## src/sv/dba_ram.sv

```systemverilog
// Generic simple dual-port RAM with registered read.
module dba_ram #(
   parameter int WIDTH = 8,
   parameter int DEPTH = 16
) (
   input  logic                     clock,
   input  logic                     wr_en,
   input  logic [$clog2(DEPTH)-1:0] wr_addr,
   input  logic [WIDTH-1:0]         wr_data,
   input  logic                     rd_en,
   input  logic [$clog2(DEPTH)-1:0] rd_addr,
   output logic [WIDTH-1:0]         rd_data
);

   logic [WIDTH-1:0] mem [DEPTH];
   logic [WIDTH-1:0] rd_data_ff;

   always_ff @(posedge clock) begin
      if (wr_en) begin
         mem[wr_addr] <= wr_data;
      end
      if (rd_en) begin
         rd_data_ff <= mem[rd_addr];
      end
   end

   assign rd_data = rd_data_ff;

endmodule

```

## config.mk

```make
export PLATFORM = sky130hd
export DESIGN_NAME = dba_ram
export DESIGN_NICKNAME = d
export VERILOG_FILES = /design/src/sv/dba_ram.sv
export SDC_FILE = /design/constraint.sdc
export NUM_CORES = 1
export LEC_CHECK = 0
export BUFFER_PORTS_ARGS = -buffer_cell sky130_fd_sc_hd__buf_2
export CORE_AREA = 2 2 128 105
export DETAILED_ROUTE_END_ITERATION = 16
export DIE_AREA = 0 0 130 107
export HOLD_SLACK_MARGIN = 0.03
export SYNTH_ARGS = -nofsm -noshare
export SYNTH_HDL_FRONTEND = slang
export SYNTH_SLANG_ARGS = --single-unit
```

## constraint.sdc

```tcl
create_clock -name clock -period 5.2 [get_ports clock]
set_clock_uncertainty 0.05 [all_clocks]
set_input_delay 1.04 -clock clock [delete_from_list [all_inputs] [get_ports clock]]
set_output_delay 1.04 -clock clock [all_outputs]
set_load 0.005 [all_outputs]
```

== After elaboration in Yosys (flattened, before gate mapping) ==
Memories as Yosys holds them, arrays and structs flattened. A register that Yosys moved wholly into a read port is not among the register bits.
Index checks and enable logic that the tools add are counted.

* Bits of input ports: 19
* Output and inout port bits: 8
* Logic and storage cells: 3
* Register bits: 0
* Memories: 1
* Memory bits (writable): 128

* Mux-type cells: 2

{| class="wikitable"
|+ Memories
! name !! words !! width !! read ports !! clocked after Yosys merged registers in !! wr ports !! RTL line !! source
|-
| mem || 16 || 8 || 1 || 1 || 1 || 15 || <nowiki>logic [WIDTH-1:0] mem [DEPTH];</nowiki>
|}

{| class="wikitable"
|+ Operators with widths
! kind !! number
|-
| 2-to-1 mux 1 bit || 2
|}

== Depth between registers and ports, before layout ==
* Depth after elaboration: 2
* Depth in mapped cells: 5

== Worst setup path before layout ==
No wires, ideal clock.

* Path kind: input to register
* Start: input wr_addr[2]
* End: memory mem[0][0] (enable)
* Stages on the path: 2
* Required time: 4.767 ns
* Path buffers: 0
* Setup slack: 2.617 ns
* Arrival: 2.150 ns
* Setup time: 0.383 ns
* Cells stage by stage: or3b_2 nor3_1

{| class="wikitable"
|+ RTL lines
! what !! RTL line !! source
|-
| start, declared || 8 || <nowiki>input logic [$clog2(DEPTH)-1:0] wr_addr,</nowiki>
|-
| end, declared || 15 ||
|}

No word-level cell before the write port.

==> implementation parameters <==
Parameter                              Value

Status
  Run status ... complete, no violations

Logic synthesis
  Multiplexer share of the synthesized area ... 14.79%
  Largest family of logic cells by synthesized area ... multiplexers
  Syn Std Cell Area ... 5228 µm²
  Post-synthesis sequential element count ... 136
  Compound-Gate Fraction of Synth Area ... 2.298%
  Xor and xnor area share after synthesis ... 0%
  Yosys warns ... 0
  Post-Syn Instances ... 229
  Proportion of synthesized chip area in sequential cells ... 78.12%
  Simple-Gate Fraction of Synth Area ... 3.135%
  Post-synthesis area per instance ... 22.83 µm²
  Adder and majority cell fraction of the synthesized area ... 0%
  Number of library cell types mapped by synthesis ... 18
  Net count after synthesis ... 248

Finish
  Final net count ... 287
  Fraction of layout instances using a drive strength above 1 ... 26.33%
  Number of inserted diodes ... 0
  Synthesis-to-layout area growth ... 17.40%
  Cell area after layout ... 6137 µm²
  Number of fillers in the final layout ... 996

Die
  Total number of placement rows ... 37
  Die X-Extent ... 130 µm
  Number of primary I/O pins ... 27
  Initial Utilization ... 41.36%
  Die Footprint ... 13910 µm²
  Vertical extent of the die ... 107 µm
  Core Box Area ... 12640 µm²

Worst setup path
  Critical R2R Capture ... rd_data[0]$_DFFE_PP_
  Buffer and inverter count on the worst path ... 1
  Maximum single-stage delay on the critical path ... 780 ps
  Category of the most critical setup path ... input pin to flop
  Series of cell instances along the critical path ... buf_2 > mux4_1 > a22oi_1 > nand2_1
  Crit path max fanout ... 32
  Sort of element at the end of the critical path ... flop
  Reg-to-Reg Start ... mem[1][0]$_DFFE_PP_
  Family with the most delay on the worst path ... buffers and inverters
  Library cell contributing the largest single delay on the critical path ... buf_2
  Data required, critical path ... 5290 ps
  Startpoint class of the critical path ... input pin
  Reg2reg path depth ... 3
  Slack of the worst reg-to-reg path ... 3580 ps
  Arrival time reported for the critical path endpoint ... 2910 ps

Clocking
  H-tree Lvls ... 4
  Inserted Clock Buffers ... 17
  Post-CTS Repair Setup Buffers ... 0
  Clock tree from TritonCTS ... yes
  Quantity of gates resized following cts ... 0
  Sinks on the clock net ... 136
  Root cell of the clock tree ... clkbuf_16
  Hold-fix buffers at CTS ... 0
  Longest Clk Path Bufs ... 2
  Clock latency at the later pin of the worst-skew pair ... 410 ps
  Clock slew seen by the registers of the worst setup and hold paths ... 50 ps

STA
  Final worst path period share ... 54.13%
  Final-report max-slew violation count ... 0
  Setup slack of the critical path after layout ... 2385 ps
  Summed negative setup slack over all endpoints ... 0 ps
  Slew at the pin with the worst max-slew slack ... 1052 ps
  Count of endpoints failing setup in the final report ... 0
  Min cycle time layout ... 2815 ps
  Final hold violation count ... 0
  Maximum achievable frequency ... 355.3 MHz
  Unrepaired setup endpoints after global routing ... no
  Slew HR ... 29.90%

Power and ir drop
  Maximum vdd drop ... 249.0 µV
  Cell area power density ... 422.6 nW/µm²
  PnR Total Power ... 2.594 mW
  Leakage component of the power ... 2.032 nW

Detailed routing
  Number of vias per cell after detailed routing ... 5.265
  Drt wl/cell ... 21.89 µm
  Length of the first detailed-routing pass in iterations ... 4
  Total routed wirelength ... 9.983 mm
  DR DRC count ... 0
  Number of design-rule violations left by the first detailed-router iteration ... 334
  Antenna viol nets, final ... 0
  Count of vias placed by the detailed router ... 2401

Place
  Post-placement cell area ... 5520 µm²
  Pre-CTS setup slack ... 1944 ps
  Final weighted congestion in routability-driven placement ... 0.7449
  Port Buffer Count ... 26
  HPWL after detailed placement ... 6.180 mm

Worst hold path
  Number of cells traversed by the worst hold path ... 3
  Beginning of the worst hold path ... mem[11][3]$_DFFE_PP_
  Hold crit path type ... flop to flop
  Destination of the worst hold path ... rd_data[3]$_DFFE_PP_

Global routing
  Antenna violations before repair ... 0
  Overall Global Routing Usage ... 15.83%
  Vias in the first global route ... 2384
  Global-route wire length before repair ... 14.88 mm
  Overflow after GRT ... 0
  Maximum number of pins on one net before global-route repair ... 33

Run
  Max cap viols ... 0
==> registers in the layout (all words and copies together) (netlist names) <==
name / count
mem: 128
rd_data: 8
==> metrics by stage <==
stage	hold WS, ps	util (%)	std cells
final	705.3	48.56	456
after global routing	742.2	48.56	456
after CTS	706.1	48.56	456
after detailed placement	694.9	43.68	424
after global placement	680.5	43.68	424
after floorplan	654.8	-	229
==> kinds of logic (layout without fill, tap and decap cells) <==
family                 count (synthesis)  count (layout)
DFF                                  136             136
and+or+nand+nor                       35              35
muxes                                 32              32
AOI/OAI and AO/OA                     16              16
buffers and inverters                 10              62
==> layer usage <==
| metal | vias up | share of wire [%] | track usage [%] |
|---|---|---|---|
| met4 | 0 | 0.76 | 4.608 |
| met1 | 1259 | 45 | 21.62 |
| met3 | 8 | 5.4 | 5.938 |
| met5 | - | 0 | 0 |
| li1 | 1058 | - | - |
| met2 | 76 | 49 | 23.90 |
==> placed cells by master, fill, tap and decap left out <==
cell / instances
nor3_1: 4
and2b_1: 1
clkinv_1: 4
edfxtp_1: 136
nor2b_1: 1
a22oi_1: 16
nand2b_1: 2
clkinv_2: 3
bufinv_16: 5
buf_2: 26
mux4_1: 14
nand3_1: 1
mux4_2: 18
nor2_1: 13
clkbuf_1: 3
clkbuf_16: 17
nand2_1: 9
and2_1: 1
nand3b_1: 2
buf_4: 4
or3b_2: 1
==> synthesized netlist by cell type <==
master	count	area share, %
edfxtp_1	136	78
nand3_1	1	0.096
and2_1	1	0.12
buf_6	3	0.65
or3b_2	1	0.17
clkdlybuf4s25_2	3	0.57
mux4_2	18	7.8
mux4_1	14	7.0
nor2_1	13	0.93
and2b_1	1	0.14
nand3b_1	2	0.29
a22oi_1	16	2.3
nand2b_1	2	0.24
buf_2	3	0.29
nor2b_1	1	0.12
nor3_1	4	0.38
buf_4	1	0.14
nand2_1	9	0.65
==> area by class of cell <==
class                      instances  area [µm²]  area share (%)
multi-input combinational         83        1057           17.23
sequential                       136        4084           66.54
clock buffer                      20       436.7           7.115
clock inverter                    12       180.2           2.936
tap                              175       219.0           3.568
timing repair buffer              30       160.2           2.610
==> worst max path at each step <==
| stage | start | endpoint | depth (start not counted) | slack [ps] |
|---|---|---|---|---|
| after floorplan | wr_addr[2] | mem[0][0]$_DFFE_PP_ | 2 | 2620 |
| after global placement | rd_addr[0] | rd_data[7]$_DFFE_PP_ | 4 | 1950 |
| after detailed placement | rd_addr[0] | rd_data[0]$_DFFE_PP_ | 4 | 1940 |
| after CTS | rd_addr[0] | rd_data[0]$_DFFE_PP_ | 4 | 2370 |
| after global routing | rd_addr[0] | rd_data[1]$_DFFE_PP_ | 4 | 2250 |
| final | rd_addr[0] | rd_data[0]$_DFFE_PP_ | 4 | 2390 |
==> tightest hold or removal path, stage by stage (launching register included) <==
cell and delay, ps:
edfxtp_1 310, mux4_1 210, a22oi_1 80, nand2_1 50
==> where the power goes <==
part	switching, mW	leakage (nW)	internal [mW]	total [mW]
sequential	0.00692	1.24	1.24	1.24
clock	0.404	0.302	0.840	1.24
combinational	0.0634	0.494	0.0430	0.106
(Power assumes the default switching activity.)
