### config.mk
export PLATFORM = sky130hd
export DESIGN_NAME = dba_dist
export DESIGN_NICKNAME = d
export VERILOG_FILES = /design/src/sv/dba_pkg.sv /design/src/sv/dba_dist.sv
export SDC_FILE = /design/constraint.sdc
export NUM_CORES = 2
export LEC_CHECK = 0
export ABC_CLOCK_PERIOD_IN_PS = 10800
export BUFFER_PORTS_ARGS = -buffer_cell sky130_fd_sc_hd__buf_2
export CORE_MARGIN = 3
export CORE_UTILIZATION = 47
export CTS_CLUSTER_SIZE = 14
export DETAILED_ROUTE_END_ITERATION = 6
export GPL_ROUTABILITY_DRIVEN = 0
export PLACE_DENSITY_LB_ADDON = 0.3
export SYNTH_ARGS = -nofsm -noshare
export SYNTH_HDL_FRONTEND = slang
export SYNTH_SLANG_ARGS = --single-unit
### constraint.sdc
create_clock -name clock -period 10.8 [get_ports clock]
set_clock_uncertainty 0.15 [all_clocks]
set_input_delay 0.54 -clock clock [delete_from_list [all_inputs] [get_ports clock]]
set_output_delay 0.54 -clock clock [all_outputs]
set_load 0.01 [all_outputs]
### src/sv/dba_pkg.sv
// Shared constants, types and codes for the diverse beam admission block.
package dba_pkg;

   localparam int DEPTH_MAX    = 8;
   localparam int FACE_COUNT   = 16;
   localparam int BEAM_SLOTS   = 8;

   localparam int BUCKETS      = (DEPTH_MAX + 1) * FACE_COUNT;
   localparam int ENTRIES      = BUCKETS * BEAM_SLOTS;
   localparam int BUCKET_W     = $clog2(BUCKETS);
   localparam int ENTRY_W      = $clog2(ENTRIES);
   localparam int SLOT_W       = (BEAM_SLOTS > 1) ? $clog2(BEAM_SLOTS) : 1;
   localparam int FILL_W       = $clog2(BEAM_SLOTS + 1);

   localparam int DEPTH_W      = 4;
   localparam int FACE_W       = 4;
   localparam int VAL_W        = 32;
   localparam int POS_W        = 20;
   localparam int DIFF_W       = POS_W + 1;
   localparam int SQ_W         = 2 * DIFF_W;
   localparam int DIST_W       = SQ_W + 2;
   localparam int ENTRY_DATA_W = VAL_W + 3 * POS_W;

   localparam int CSR_IDX_W    = 4;
   localparam int CSR_DATA_W   = 16;
   localparam int COUNT_W      = 4;
   localparam int SEP_W        = 16;
   localparam int SEP2_W       = 2 * SEP_W;
   localparam int ACT_W        = 3;
   localparam int OUT_SLOT_W   = 3;

   localparam logic [COUNT_W-1:0] COUNT_RESET = 4'd8;
   localparam logic [SEP_W-1:0]   SEP_RESET   = 16'd512;

   typedef enum logic [CSR_IDX_W-1:0] {
      CSR_BEAM_COUNT = 4'd0,
      CSR_SEPARATION = 4'd1
   } csr_index_type;

   typedef enum logic [ACT_W-1:0] {
      ACT_NEAR_KEEP = 3'd0,
      ACT_NEAR_REPL = 3'd1,
      ACT_APPEND    = 3'd2,
      ACT_MIN_REPL  = 3'd3,
      ACT_BELOW_MIN = 3'd4
   } action_type;

   typedef struct packed {
      logic signed [POS_W-1:0] z;
      logic signed [POS_W-1:0] y;
      logic signed [POS_W-1:0] x;
   } pos_type;

   typedef struct packed {
      logic                    valid;
      logic                    hit;
      logic [SLOT_W-1:0]       slot;
      logic signed [VAL_W-1:0] value;
   } scan_res_type;

endpackage

### src/sv/dba_dist.sv
// Distance stage: squares per axis, then sum and compare against the squared separation.
module dba_dist (
   input  logic                               clock,
   input  logic                               reset,
   input  logic                               issue_v,
   input  logic [dba_pkg::SLOT_W-1:0]         issue_slot,
   input  logic [dba_pkg::ENTRY_DATA_W-1:0]   entry_data,
   input  dba_pkg::pos_type                   cand,
   input  logic [dba_pkg::SEP2_W-1:0]         sep2,
   output dba_pkg::scan_res_type              res
);
   import dba_pkg::*;

   logic signed [POS_W-1:0]  ex, ey, ez;
   logic signed [DIFF_W-1:0] dx, dy, dz;
   logic signed [SQ_W-1:0]   sqx_in, sqy_in, sqz_in;
   logic [SQ_W-1:0]          sqx_ff, sqy_ff, sqz_ff;
   logic                     v_ff;
   logic [SLOT_W-1:0]        slot_ff;
   logic signed [VAL_W-1:0]  val_ff;
   logic [DIST_W-1:0]        d2;

   always_comb begin
      ex = entry_data[POS_W-1:0];
      ey = entry_data[2*POS_W-1:POS_W];
      ez = entry_data[3*POS_W-1:2*POS_W];
      dx = DIFF_W'(ex) - DIFF_W'(cand.x);
      dy = DIFF_W'(ey) - DIFF_W'(cand.y);
      dz = DIFF_W'(ez) - DIFF_W'(cand.z);
      sqx_in = dx * dx;
      sqy_in = dy * dy;
      sqz_in = dz * dz;
   end

   always_ff @(posedge clock) begin
      if (reset) begin
         v_ff <= 1'b0;
      end else begin
         v_ff <= issue_v;
      end
   end

   always_ff @(posedge clock) begin
      slot_ff <= issue_slot;
      val_ff  <= entry_data[ENTRY_DATA_W-1:3*POS_W];
      sqx_ff  <= sqx_in;
      sqy_ff  <= sqy_in;
      sqz_ff  <= sqz_in;
   end

   assign d2 = DIST_W'(sqx_ff) + DIST_W'(sqy_ff) + DIST_W'(sqz_ff);

   always_comb begin
      res.valid = v_ff;
      res.hit   = d2 < DIST_W'(sep2);
      res.slot  = slot_ff;
      res.value = val_ff;
   end

endmodule

[Word-level counts from Yosys, hierarchy flattened]
Cells that the tools add are included.
Cells by class
  add/sub/neg operators: 5
  $mul: 3
  order comparisons: 1
Operators by type and width (number)
  multiplier 21 x 21 -> 42 bit: 3
  subtractor 20 x 20 -> 21 bit: 3
  adder 43 x 42 -> 44 bit: 1
  less-than comparator 44 x 32 -> 1 bit: 1
  adder 42 x 42 -> 43 bit: 1
Word-level totals
  register bits after elaboration: 162
  output and inout port bits: 37
  logic and storage cells: 15

[Depth between registers and ports, before layout]
  depth in word-level cells: 3
  gate-level depth with buffers: 40
  depth with buffers taken out: 39

[Least setup slack after synthesis]
OpenSTA, ideal clock, no wires.
  path type: input -> register
  start: input entry_data[20] (netlist bit)
  end: register sqy_ff[41]
  library setup time: 0.121 ns
  arrival time: 8.838 ns
  required time: 10.529 ns
  path slack: 1.692 ns
  cell stages on the path: 39
  cell sequence: inv_1 -> ha_1 -> inv_1 -> fa_1 -> a21o_1 -> a21oi_2 -> o21ai_1 -> a211oi_2 -> o21ai_1 -> and3b_1 -> o31a_1 -> o31a_1 -> buf_6 -> inv_2 -> buf_6 -> nand2_1 -> fa_1 -> fa_1 -> [3 not listed] -> fa_1 -> inv_1 -> fa_1 -> inv_1 -> fa_1 -> fa_1 -> inv_1 -> ha_1 -> a21o_1 -> a21oi_1 -> nor2b_1 -> o21a_1 -> o21a_1 -> o211ai_1 -> and3_1 -> o21ai_0 -> nand2_1 -> xnor2_1
On the way
  longest elaborated chain between the ends: 2
RTL lines
  start, declared: RTL line dba_dist.sv:7  | input logic [dba_pkg::ENTRY_DATA_W-1:0] entry_data,
  subtractor 20 x 20 -> 21 bit: RTL line dba_dist.sv:28  | dy = DIFF_W'(ey) - DIFF_W'(cand.y);
  multiplier 21 x 21 -> 42 bit: RTL line dba_dist.sv:31  | sqy_in = dy * dy;
  named net sqy_in[41]: RTL line dba_dist.sv:16  | logic signed [SQ_W-1:0] sqx_in, sqy_in, sqz_in;
  end signal, assigned: RTL line dba_dist.sv:47  | sqy_ff <= sqy_in;
  end, declared: RTL line dba_dist.sv:17  | logic [SQ_W-1:0] sqx_ff, sqy_ff, sqz_ff;
The timed path passes the listed nets, and every way through them passes these cells.
A chain may end at the register's enable or synchronous reset.

[Worst setup path in the final report]
  start: input entry_data[20] (netlist bit)
  end: register sqy_ff[38]
Same word-level chain as after synthesis.

==> flow_summary.html <==
<table>
<tr><th>Metric</th><th>Value</th></tr>
<tr><th colspan="2">Floorplanning</th></tr>
<tr><td>Cell Rows</td><td>123</td></tr>
<tr><td>Number of ports placed on the die boundary</td><td>227</td></tr>
<tr><td>Die ar.</td><td>117700 sq um</td></tr>
<tr><td>Die Ht</td><td>343.1 um</td></tr>
<tr><td>Die width</td><td>343.1 um</td></tr>
<tr><td>Starting utilization of the core area</td><td>47.40%</td></tr>
<tr><td>Placeable core area</td><td>112700 sq um</td></tr>
<tr><th colspan="2">STA</th></tr>
<tr><td>Final number of max-transition violations</td><td>0</td></tr>
<tr><td>RSZ-0062 raised after global routing</td><td>no</td></tr>
<tr><td>Worst slew margin</td><td>21.76%</td></tr>
<tr><td>Transition time at the pin with the least slew margin</td><td>1.166 ns</td></tr>
<tr><td>Setup TNS</td><td>0 ns</td></tr>
<tr><td>Final critical-path required period</td><td>9.951 ns</td></tr>
<tr><td>Setup-violating endpoint count in the final report</td><td>0</td></tr>
<tr><td>Minimum hold slack</td><td>0.04242 ns</td></tr>
<tr><td>Max Freq</td><td>100.5 MHz</td></tr>
<tr><td>Final hold violations</td><td>0</td></tr>
<tr><td>Final period util</td><td>92.14%</td></tr>
<tr><th colspan="2">Yosys</th></tr>
<tr><td>Most instantiated flip-flop cell in the synthesis netlist</td><td>dfxtp_1</td></tr>
<tr><td>Post-synthesis async set-or-reset flop share</td><td>0%</td></tr>
<tr><td>Cell count after synthesis</td><td>5762</td></tr>
<tr><td>Library cells used by synthesis</td><td>89</td></tr>
<tr><td>Number of flip-flops and latches in the synthesized netlist</td><td>159</td></tr>
<tr><td>Sequential cell area fraction in the yosys report</td><td>5.961%</td></tr>
<tr><td>Avg Cell Area, Syn</td><td>9.268 sq um</td></tr>
<tr><td>Yosys warning total</td><td>0</td></tr>
<tr><td>Post-synth design cell area</td><td>53400 sq um</td></tr>
<tr><td>Post-synth EDFFs</td><td>0</td></tr>
<tr><th colspan="2">Drt</th></tr>
<tr><td>Number of iterations in the first detailed-routing pass</td><td>6</td></tr>
<tr><td>Drt wl/cell</td><td>17.89 um</td></tr>
<tr><td>Routed via count divided by cell count</td><td>5.157</td></tr>
<tr><td>Remaining number of nets flagged by the antenna check after routing</td><td>0</td></tr>
<tr><td>Vias post-DR</td><td>38530</td></tr>
<tr><td>Post-detailed-routing wire length</td><td>133600 um</td></tr>
<tr><td>Post-detailed-route DRC marker count</td><td>0</td></tr>
<tr><td>Violation count after the first detailed-routing iteration</td><td>2229</td></tr>
<tr><th colspan="2">Final layout</th></tr>
<tr><td>Number of cells in the finished layout apart from fillers</td><td>7470</td></tr>
<tr><td>Fin nets</td><td>7936</td></tr>
<tr><td>Antenna cells</td><td>0</td></tr>
<tr><td>Syn-to-layout area delta</td><td>6.984%</td></tr>
<tr><td>Fraction of layout instances using a drive strength above 1</td><td>6.968%</td></tr>
<tr><td>Commonest non-fill, non-tap cell in the layout</td><td>inv_1</td></tr>
<tr><td>Commonest cells after routing, fill and taps aside</td><td>inv_1, fa_1, ha_1</td></tr>
<tr><th colspan="2">CTS</th></tr>
<tr><td>Number of buffers inserted during clock tree synthesis</td><td>17</td></tr>
<tr><td>Total clock sinks</td><td>159</td></tr>
<tr><td>CTS max path bufs</td><td>2</td></tr>
<tr><td>CTS tree</td><td>yes</td></tr>
<tr><td>CTS-repair resized insts</td><td>0</td></tr>
<tr><td># Post-CTS Setup Buffers</td><td>0</td></tr>
<tr><td>Deepest level of the CTS H-tree</td><td>4</td></tr>
<tr><td>Buffer cell driving the clock tree root</td><td>clkbuf_16</td></tr>
<tr><td>Post-CTS clock slew at the launch and capture registers of the worst setup and hold paths</td><td>0.07 ns</td></tr>
<tr><td>Hold bufs inserted after CTS</td><td>0</td></tr>
<tr><th colspan="2">Placement</th></tr>
<tr><td>Cell total after placement</td><td>7439</td></tr>
<tr><td>Number of I/O port buffers</td><td>226</td></tr>
<tr><td>Post-detail-place hpwl</td><td>114600 um</td></tr>
<tr><th colspan="2">Global routing</th></tr>
<tr><td>Global routing usage summed across all routing layers</td><td>23.71%</td></tr>
<tr><td>Antenna violations before repair</td><td>2</td></tr>
<tr><td>Remaining global-route overflow</td><td>0</td></tr>
<tr><td>Maximum number of pins on one net before global-route repair</td><td>26</td></tr>
<tr><td>First-pass GRT wire length</td><td>221100 um</td></tr>
<tr><td>Vias in the first global route</td><td>42190</td></tr>
<tr><th colspan="2">Critical path</th></tr>
<tr><td>Most numerous cell on the critical path</td><td>fa_1</td></tr>
<tr><td>CP peak stage delay</td><td>0.62 ns</td></tr>
<tr><td>Critical path class</td><td>in -&gt; reg</td></tr>
<tr><td>CP max stage cell</td><td>o31ai_1</td></tr>
<tr><td>Critical Path AT</td><td>10.17 ns</td></tr>
<tr><td>Critical path data required time</td><td>11.02 ns</td></tr>
<tr><td>Type of element launching the critical path</td><td>primary input</td></tr>
<tr><td>Largest delay share family, worst path</td><td>adder cells</td></tr>
<tr><td>Endpoint kind of the worst setup timing path</td><td>flip-flop</td></tr>
<tr><td>Number of buffers and inverters on the critical path</td><td>9</td></tr>
<tr><td>Critical path fanouts, max</td><td>15</td></tr>
<tr><th colspan="2">Run status</th></tr>
<tr><td>Outcome</td><td>completed</td></tr>
<tr><th colspan="2">Worst hold path</th></tr>
<tr><td>Type of the tightest min-delay check</td><td>in -&gt; reg</td></tr>
<tr><th colspan="2">Flow run</th></tr>
<tr><td>Maxcap violations</td><td>0</td></tr>
</table>
==> cell usage after synthesis (6+ instances only) <==
| library cell | n | share of area [%] |
|---|---|---|
| nand2b_1 | 29 | 0.34 |
| a2111oi_0 | 8 | 0.13 |
| a211oi_1 | 19 | 0.27 |
| dfxtp_1 | 159 | 6.0 |
| xnor2_1 | 170 | 2.8 |
| o21a_1 | 55 | 0.77 |
| a31oi_1 | 19 | 0.22 |
| a311oi_1 | 7 | 0.11 |
| or3_1 | 12 | 0.14 |
| nand3_1 | 40 | 0.37 |
| buf_2 | 14 | 0.13 |
| inv_2 | 35 | 0.25 |
| or2_2 | 9 | 0.11 |
| nor4_1 | 10 | 0.12 |
| o31ai_1 | 7 | 0.098 |
| and3_1 | 18 | 0.21 |
| o211ai_1 | 13 | 0.18 |
| and2_1 | 46 | 0.54 |
| a21oi_1 | 183 | 1.7 |
| a21o_1 | 115 | 1.6 |
| xor2_1 | 61 | 1.0 |
| o31a_1 | 6 | 0.098 |
| o21bai_1 | 27 | 0.38 |
| nor2b_1 | 30 | 0.35 |
| ha_1 | 499 | 12 |
| nor2_1 | 426 | 3.0 |
| o21ai_0 | 99 | 0.93 |
| fa_1 | 1289 | 48 |
| o21ai_1 | 20 | 0.19 |
| inv_1 | 1597 | 11 |
| clkbuf_1 | 103 | 0.72 |
| nor3_1 | 36 | 0.34 |
| nand2_1 | 453 | 3.2 |
| nand4_1 | 21 | 0.25 |
| o2111ai_1 | 9 | 0.15 |
| a31o_2 | 13 | 0.21 |
==> metrics by stage <==
| stage | utilization, % | setup WS (ns) | cell area [sq um] |
|---|---|---|---|
| 2_1_floorplan | - | 1.692 | 53410 |
| 3_3_place_gp | 50.14 | 0.7573 | 56490 |
| 3_5_place_dp | 50.14 | 0.5179 | 56490 |
| 4_1_cts | 50.71 | 0.9706 | 57130 |
| 5_1_grt | 50.71 | 0.2975 | 57130 |
| 6_report | 50.71 | 0.8494 | 57130 |
==> worst paths after layout <==
kind,from,endpoint,slack [ns],depth (start not counted)
worst min-delay path,issue_slot[2],slot_ff[2],0.04,1
worst max-delay path,entry_data[20],sqy_ff[38],0.85,38
==> area by class of cell <==
type / instances / area, sq um
clock buffer: 19 / 432.9
clock inverter: 12 / 209.0
fill: 10530 / 55520
inverter: 1635 / 6137
multi-input combinational: 3845 / 43610
sequential: 159 / 3183
tap: 1500 / 1877
timing repair buffer: 300 / 1687
==> state kept, by name, summed over array words and instances (netlist names) <==
signal   flops
slot_ff      3
val_ff      32
sqy_ff      41
sqz_ff      41
sqx_ff      41
v_ff         1
==> cells by family after synthesis <==
group           count (synthesis)  synth area share, %
mux                            10               0.2202
other cells                     2              0.01406
simple gates                 1153                9.316
compound gates                657                8.163
flops                         159                5.961
buf+inv                      1759                12.43
xor+xnor                      234                3.880
fa+ha+maj                    1788                60.01
==> per-layer routing <==
| layer | up-vias | share of wire (%) | GRT usage [%] |
|---|---|---|---|
| met2 | 1209 | 49 | 41.01 |
| met4 | 0 | 2.8 | 5.837 |
| met5 | - | 0 | 0 |
| li1 | 17610 | - | - |
| met1 | 19460 | 42 | 31.77 |
| met3 | 248 | 6.1 | 2.885 |
Power is left out: the tool's default activity adds up to more than one toggle a clock period on the data nets, which glitch-free logic cannot reach.
